<file path="config.mk">
export PLATFORM = sky130hd
export DESIGN_NAME = slot_ring_status_manager_core
export DESIGN_NICKNAME = d
export VERILOG_FILES = /design/src/hdl/srsm_pkg.sv /design/src/hdl/srsm_engine.sv /design/src/hdl/slot_ring_status_manager_core.sv
export SDC_FILE = /design/constraint.sdc
export NUM_CORES = 1
export LEC_CHECK = 0
export BUFFER_PORTS_ARGS = -buffer_cell sky130_fd_sc_hd__buf_2
export CORE_AREA = 2 2 107 57
export CTS_CLUSTER_DIAMETER = 200
export DETAILED_ROUTE_END_ITERATION = 7
export DIE_AREA = 0 0 109 59
export HOLD_SLACK_MARGIN = 0.03
export PLACE_DENSITY = 0.73
export SKIP_CTS_REPAIR_TIMING = 1
export SLEW_MARGIN = 20
export SYNTH_ARGS = -nofsm -noshare
export SYNTH_HDL_FRONTEND = slang
export SYNTH_HIERARCHICAL = 1
export SYNTH_SLANG_ARGS = --single-unit
</file>
<file path="constraint.sdc">
create_clock -name clk -period 6.5 [get_ports clk]
set_input_delay 0.975 -clock clk [delete_from_list [all_inputs] [get_ports clk]]
set_output_delay 0.975 -clock clk [all_outputs]
set_load 0.02 [all_outputs]
</file>
<file path="src/hdl/srsm_pkg.sv">
package srsm_pkg;

	localparam int SLOTS_DEF = 8;
	localparam int IDX_W     = 3;
	localparam int OP_W      = 3;

	typedef enum logic [OP_W-1:0] {
		OP_CLEAR   = 3'd0,
		OP_ALLOC   = 3'd1,
		OP_RETURN  = 3'd2,
		OP_FINISH  = 3'd3,
		OP_RELEASE = 3'd4,
		OP_QUERY   = 3'd5
	} op_t;

	typedef enum logic [1:0] {
		ST_OPEN = 2'd0,
		ST_BUSY = 2'd1,
		ST_DONE = 2'd2
	} slot_st_t;

	typedef struct packed {
		logic             has_finished;
		logic             has_open;
		logic [IDX_W-1:0] finished_slot;
		logic [IDX_W-1:0] alloc_slot;
		logic             accepted;
	} result_t;

endpackage

</file>
<file path="src/hdl/srsm_engine.sv">
module srsm_engine import srsm_pkg::*; #(
	parameter int SLOTS = SLOTS_DEF
) (
	input  logic             clk,
	input  logic             arst_n,
	input  logic             go,
	input  op_t              op,
	input  logic [IDX_W-1:0] idx,
	output result_t          res
);

	localparam int PW = (SLOTS > 1) ? $clog2(SLOTS) : 1;
	localparam logic [PW-1:0] LAST = PW'(SLOTS - 1);

	slot_st_t        slot_q   [SLOTS];
	slot_st_t        slot_nxt [SLOTS];
	logic [PW-1:0]   head_q, tail_q, head_nxt, tail_nxt;
	logic            acc;

	always_comb begin
		logic          idx_ok;
		logic [PW-1:0] ip;
		idx_ok   = 32'(idx) < SLOTS;
		ip       = PW'(idx);
		slot_nxt = slot_q;
		head_nxt = head_q;
		tail_nxt = tail_q;
		acc      = 1'b0;
		res.alloc_slot = '0;
		unique case (op)
			OP_CLEAR: begin
				for (int i = 0; i < SLOTS; i++)
					slot_nxt[i] = ST_OPEN;
				head_nxt = '0;
				tail_nxt = '0;
				acc      = 1'b1;
			end
			OP_ALLOC: begin
				if (slot_q[head_q] == ST_OPEN) begin
					slot_nxt[head_q] = ST_BUSY;
					head_nxt = (head_q == LAST) ? '0 : head_q + 1'b1;
					acc      = 1'b1;
				end
			end
			OP_RETURN: begin
				if (idx_ok && slot_q[ip] == ST_BUSY) begin
					slot_nxt[ip] = ST_OPEN;
					head_nxt = (head_q == '0) ? LAST : head_q - 1'b1;
					acc      = 1'b1;
				end
			end
			OP_FINISH: begin
				if (idx_ok && slot_q[ip] == ST_BUSY) begin
					slot_nxt[ip] = ST_DONE;
					acc = 1'b1;
				end
			end
			OP_RELEASE: begin
				if (idx_ok && slot_q[ip] == ST_DONE) begin
					slot_nxt[ip] = ST_OPEN;
					tail_nxt = (tail_q == LAST) ? '0 : tail_q + 1'b1;
					acc      = 1'b1;
				end
			end
			default: ;
		endcase
		res.accepted      = acc;
		res.alloc_slot    = (op == OP_ALLOC && acc) ? IDX_W'(head_q) : IDX_W'(head_nxt);
		res.finished_slot = IDX_W'(tail_nxt);
		res.has_open      = slot_nxt[head_nxt] == ST_OPEN;
		res.has_finished  = slot_nxt[tail_nxt] == ST_DONE;
	end

	always_ff @(posedge clk or negedge arst_n) begin
		if (!arst_n) begin
			for (int i = 0; i < SLOTS; i++)
				slot_q[i] <= ST_OPEN;
			head_q <= '0;
			tail_q <= '0;
		end else if (go) begin
			slot_q <= slot_nxt;
			head_q <= head_nxt;
			tail_q <= tail_nxt;
		end
	end

endmodule

</file>
<file path="src/hdl/slot_ring_status_manager_core.sv">
// Slot ring status tracker: a ring of SLOTS slots, each open, in progress or
// finished, with a head pointer for allocation and a tail pointer for release.
// Requests enter on the s_ channel: s_tuser carries the operation (clear,
// allocate, return, finish, release, query), s_tdata the slot index.
// Each request gives exactly one result on the m_ channel: accepted flag,
// allocated or head slot, tail slot, head-open and tail-finished flags.
// A request passes one input register, then the slot table and pointers update
// while the result register loads. Throughput is one request per cycle while
// m_tready does not stall the result; the slot table, read and written in
// the same cycle, carries the dependence from one request to the next.
// Reset opens every slot, sets both pointers to zero and empties both
// registers. When m_tready is low the result holds, the input register holds
// behind it and s_tready drops once both are full; nothing is lost.
module slot_ring_status_manager_core import srsm_pkg::*; #(
	parameter int SLOTS = SLOTS_DEF
) (
	input  logic        clk,
	input  logic        arst_n,
	input  logic        s_tvalid,
	output logic        s_tready,
	input  logic [7:0]  s_tdata,  // [2:0] slot_index
	input  logic [2:0]  s_tuser,  // [2:0] operation
	output logic        m_tvalid,
	input  logic        m_tready,
	output logic [15:0] m_tdata   // [0] accepted, [3:1] alloc_slot, [6:4] finished_slot,
	                              // [7] has_open, [8] has_finished
);

	logic             vld_s1, vld_s2;
	op_t              op_s1;
	logic [IDX_W-1:0] idx_s1;
	result_t          res, res_s2;
	logic             out_rdy, go;

	assign out_rdy  = !vld_s2 || m_tready;
	assign s_tready = !vld_s1 || out_rdy;
	assign go       = vld_s1 && out_rdy;

	always_ff @(posedge clk or negedge arst_n) begin
		if (!arst_n) begin
			vld_s1 <= 1'b0;
			vld_s2 <= 1'b0;
		end else begin
			if (s_tready)
				vld_s1 <= s_tvalid;
			if (out_rdy)
				vld_s2 <= vld_s1;
		end
	end

	always_ff @(posedge clk) begin
		if (s_tvalid && s_tready) begin
			op_s1  <= op_t'(s_tuser);
			idx_s1 <= s_tdata[IDX_W-1:0];
		end
		if (go)
			res_s2 <= res;
	end

	srsm_engine #(.SLOTS(SLOTS)) u_engine (
		.clk    (clk),
		.arst_n (arst_n),
		.go     (go),
		.op     (op_s1),
		.idx    (idx_s1),
		.res    (res)
	);

	assign m_tvalid = vld_s2;
	assign m_tdata  = {7'd0, res_s2};

endmodule

</file>
Yosys cells after proc, flatten, opt, wreduce, memory -nomap -nowiden
Cells that the tools add are included.
{"block": "totals", "in_bits": 15, "elab_cells": 97, "regBits": 39, "out_inout_bits": 18}
{"block": "op_classes", "reduce_logical": 14, "order_cmp": 6, "mux": 34, "bitwise": 12, "n_eq_ne": 9, "n_addsub": 3}
{"cell": "16-bit one-hot mux with 5 select lines", "n": 1}
{"cell": "16-bit 2-to-1 mux", "n": 4}
{"cell": "2-bit binary-select mux with 3-bit select", "n": 4}
{"cell": "3-bit 2-to-1 mux", "n": 7}
{"cell": "2-bit 2-to-1 mux", "n": 10}
{"cell": "16-bit AND", "n": 1}
{"cell": "8-bit AND", "n": 2}
{"cell": "4-bit greater-or-equal comparator (second input constant)", "n": 4}
{"cell": "16-bit inverter", "n": 1}
{"cell": "3-bit inverter with 4-bit output", "n": 4}
{"cell": "8-bit inverter", "n": 2}
{"cell": "8-bit OR", "n": 2}
{"cell": "2-bit demux with 3-bit select", "n": 2}
{"cell": "3-bit == test (second input constant)", "n": 3}
{"cell": "3-bit one-hot mux with 3 select lines", "n": 1}
{"cell": "4-bit by 1-bit less-than comparator with 1-bit output (second input constant)", "n": 2}
{"cell": "3-bit by 1-bit adder with 3-bit output (second input constant)", "n": 2}
{"cell": "3-bit by 2-bit == test with 1-bit output (second input constant)", "n": 2}
{"cell": "3-bit logical NOT", "n": 2}
{"cell": "3-bit one-hot mux with 2 select lines", "n": 1}
{"cell": "1-bit logical AND", "n": 5}
{"cell": "2-bit == test (second input constant)", "n": 2}
{"cell": "2-bit logical NOT", "n": 2}
{"cell": "1-bit one-hot mux with 4 select lines", "n": 1}
{"cell": "other kinds (7)", "n": 11}

Longest topological paths before layout
{"block": "logic_depth", "ltp_word": 13, "ltp_mapped": 13, "depth_no_buf": 10}

By module
The synthesis kept the hierarchy.
{"mod": "srsm_engine", "cells_each": 296, "seq_area_each_um2": 550.5, "n_inst": 1, "area_per_inst_um2": 2344.7}
{"mod": "slot_ring_status_manager_core", "cells_each": 31, "seq_area_each_um2": 500.5, "n_inst": 1, "area_per_inst_um2": 610.6}

Worst setup path before layout
Ideal clock, no wire load.
{"block": "synth_timing", "path_type": "register to register", "start": "register idx_s1[0]", "end": "register res_s2, in the netlist m_tdata[7], data pin", "synth_period_minus_slack_ns": 2.966, "arrival_ns": 2.816, "n_path_buf": 1, "stages_incl_launch_ff": 11, "slack_ns": 3.534, "path_cell_list": "edfxtp_1 -> mux2_4 -> a221o_1 -> or2_1 -> buf_6 -> nor3_4 -> nand4_1 -> a32o_2 -> or3b_1 -> o311a_1 -> nor3_2"}
{"element": "from (decl)", "line": "slot_ring_status_manager_core.sv:31", "source": "logic [IDX_W-1:0] idx_s1;"}
{"element": "from (signal assigned)", "line": "slot_ring_status_manager_core.sv:54", "source": "idx_s1 <= s_tdata[IDX_W-1:0];"}
{"element": "to (signal assigned)", "line": "slot_ring_status_manager_core.sv:57", "source": "res_s2 <= res;"}
{"element": "to (decl)", "line": "slot_ring_status_manager_core.sv:32", "source": "result_t res, res_s2;"}

==> key figures <==
Logic synthesis
  • Main combinational cell family by area after synthesis: compound AO/OA/AOI/OAI gates
  • Adder-cell area share of the yosys netlist: under 10%
  • Xor/xnor share of the synthesized area: 0%
  • Seq/Total Area, Yosys: between 30% and 40%
  • Mux contribution to synthesized area: 8.64%
  • Gate count of the mapped netlist: 327
  • Compound-Gate Fraction of Synth Area: a little under a quarter
  • Post-synthesis average cell area: roughly 9.0 um^2
  • Mapped cell area: 2960 um^2
  • Post-synth top area share: between 20% and 30%
  • Async S/R FF share, synth: about three fifths
  • Simple-gate share of the synthesized area: between 20% and 30%
  • Synth cell types: between 70 and 80
  • Yosys top cell by area: dfrtp_1
  • EDFF count, synth: 15
  • Post-synth top cells: nor2_1, nand2_1, dfrtp_1
  • Synth warn: 6
  • Top-count cell post-synth: nor2_1
  • Ranking of synthesized cells by area: dfrtp_1, edfxtp_1, mux2_2
  • Ys flop type: dfrtp_1
  • Yosys reg bits: 39

Layout
  • NumNets Final: 358
  • Filler cells: 507
  • Post-Layout Cell Count: ~400
  • Final Cell Area: 3120 um^2
  • Fraction of layout instances using a drive strength above 1: 16.9%
  • Area delta synth->final: 5.59%
  • N_diodes: 0

Power
  • Pwr/cell area: roughly 340 nW/um^2
  • VDD IR max: between 0.15 and 0.2 mV
  • Pleak: between 1 and 1.5 nW
  • Total power: 1.08 mW

Floorplanning
  • Die H: 59 um
  • Area of the die: around 6400 um^2
  • Row cnt: 19
  • Die Span X: approximately 110 um
  • Initial Util: between 50% and 60%
  • Core ar.: 5400 um^2
  • I/O pins: 33

Detailed routing
  • 1st-iter DRT viols: ~400
  • # DRC: 0
  • TritonRoute pass-1 iters: 5
  • Post-DRT Antenna Nets: 0
  • Vias per inst: about 6.9
  • Met2 Routed Length: roughly 3600 um
  • Max Used Layer: met4
  • Routed WL per cell: about 21 um
  • Via count: about 2800
  • Routed wl met3: 1270 um
  • Metal1 wirelength: 3780 um
  • Final WL: approximately 9000 um

Clock tree
  • CTS Sinks: 39
  • CTS tree: built
  • Clock slew at reported path FFs: about 0.07 ns
  • Num CTS Buffers: 5
  • Clock buffer depth: 2
  • H-tree levels: 2
  • Worst-Skew Late Latency: roughly 0.29 ns
  • Clock Root Buffer: clkbuf_8

Worst hold path
  • Hold Path Sink: m_tvalid$_DFFE_PN0P_
  • Hold path startpoint: vld_s1$_DFFE_PN0P_
  • Hold Path Stages: 1
  • HP Class: reg2reg

Place
  • Buffers added on ports: 20
  • HPWL after DPL: roughly 6300 um
  • Post-placement cell count: roughly 400
  • Placed instance area: 3040 um^2
  • Global placement routability congestion: 1.04

STA
  • Layout Skew: between 0.005 and 0.006 ns
  • RSZ-0062 raised after global routing: false
  • Minimum clock period: 3.89 ns
  • Slew headroom: 44.4%
  • Final period util: between 50% and 60%
  • # setup viols final: 0
  • Max Freq: about 260 MHz
  • Worst Max-Slew Pin Slew: about 0.83 ns
  • Hold Vio Cnt, Final: 0
  • Setup TNS: 0 ns
  • Slew Limit Fails: 0

Setup path
  • Worst R2R End: m_tdata[7]$_DFFE_PP_
  • R2R depth: 9
  • Req. time, crit path: 6.54 ns
  • R2R setup slack: around 2.6 ns
  • Critical Path Source: idx_s1[2]$_DFFE_PP_
  • Arr. time, crit path: around 4 ns
  • Maximum fanout along the worst path: 19
  • Critical path type: reg2reg
  • Startpoint class of the critical path: flip-flop
  • CP Capture Type: flip-flop
  • Reg2reg start: idx_s1[2]$_DFFE_PP_

GRT
  • Gr ovfl total: 0
  • Global-route wire length before repair: 14000 um
  • Total GRT Usage: 29.4%
  • Vias in the first global route: roughly 2600
  • Largest net degree at the start of global routing: 38
  • Initial antenna violation count: 0

Flow run
  • Max Cap Viol: 0

Status
  • Status: finished clean
==> power by group <==
group	switching [mW]	internal [mW]	leakage [nW]
clock network	0.0836	0.0732	0.0403
logic	0.298	0.199	0.753
registers	0.0970	0.326	0.450
total	0.479	0.598	1.24
==> worst max-delay path, stage by stage, from the launching register on <==
cell	delay [ns]
edfxtp_1	0.66
nor3b_1	0.30
a211oi_1	0.57
o21ai_1	0.41
nand4_1	0.43
nand3_1	0.25
a211o_1	0.43
nor3b_1	0.17
a311oi_1	0.33
nor3_2	0.09
==> per-layer routing <==
metal  global-route usage [%]  vias up
met3                     11.0       23
met5                        0        -
li1                         -     1260
met1                     42.2     1351
met4                     6.41        0
met2                     42.2      206
==> through the flow <==
| step | hold slack (ns) | utilization, % | worst slack, ns |
|---|---|---|---|
| floorplan | 0.511 | - | 3.53 |
| global placement | 0.531 | 56.3 | 2.78 |
| detailed placement | 0.537 | 56.3 | 2.78 |
| CTS | 0.557 | 57.8 | 2.78 |
| global route | 0.577 | 57.8 | 2.36 |
| finish | 0.554 | 57.8 | 2.61 |
==> worst max-delay path by stage <==
stage	to	slack, ns	cells after the start
6_report	m_tdata[7]$_DFFE_PP_	2.61	9
5_1_grt	m_tdata[7]$_DFFE_PP_	2.36	9
3_5_place_dp	m_tdata[8]$_DFFE_PP_	2.78	8
4_1_cts	m_tdata[8]$_DFFE_PP_	2.78	8
3_3_place_gp	m_tdata[8]$_DFFE_PP_	2.78	8
2_1_floorplan	m_tdata[7]$_DFFE_PP_	3.53	10
==> final cells by class <==
| cell class | instances | area, um^2 | share of cell area (%) |
|---|---|---|---|
| clock buffers | 6 | 72.6 | 2.33 |
| clock inverters | 2 | 7.51 | 0.241 |
| inverters | 16 | 60.1 | 1.92 |
| multi-input cells | 254 | 1730 | 55.5 |
| flip-flops and latches | 39 | 1050 | 33.7 |
| well taps | 73 | 91.3 | 2.93 |
| repair buffers | 21 | 108 | 3.45 |
==> cells in the final DEF, fill, tap and decap left out, drive strengths merged, types with 3 or more instances in the layout <==
cell type  count
buf           21
a22oi          4
nand3         12
o21bai         3
nor3           9
nand2b         7
dfrtp         24
or3            5
o221ai         4
edfxtp        15
o32ai          4
and2           3
nand2         26
nor2          32
inv           16
o31ai          4
clkbuf         6
a41oi          5
mux2          14
a221oi         3
nand3b         4
a21oi         15
nand4          4
a31oi          5
a211oi         3
mux2i          9
ha             6
o21ai         12
or2            6
o22ai          7
or3b           4
conb           7
==> kinds of logic after synthesis <==
group	after synthesis
and+or+nand+nor	124
AOI/OAI and AO/OA	94
buffers and inverters	40
DFF	39
muxes	23
adders and majority gates	6
other	1
==> registers in the layout, summed over array words and instances, names as in the netlist <==
signal,cells
u_engine/tail_q,3
u_engine/head_q,3
op_s1,3
u_engine/slot_q,16
m_tvalid,1
m_tdata,9
vld_s1,1
idx_s1,3
Power figures use the tool's default switching activity.
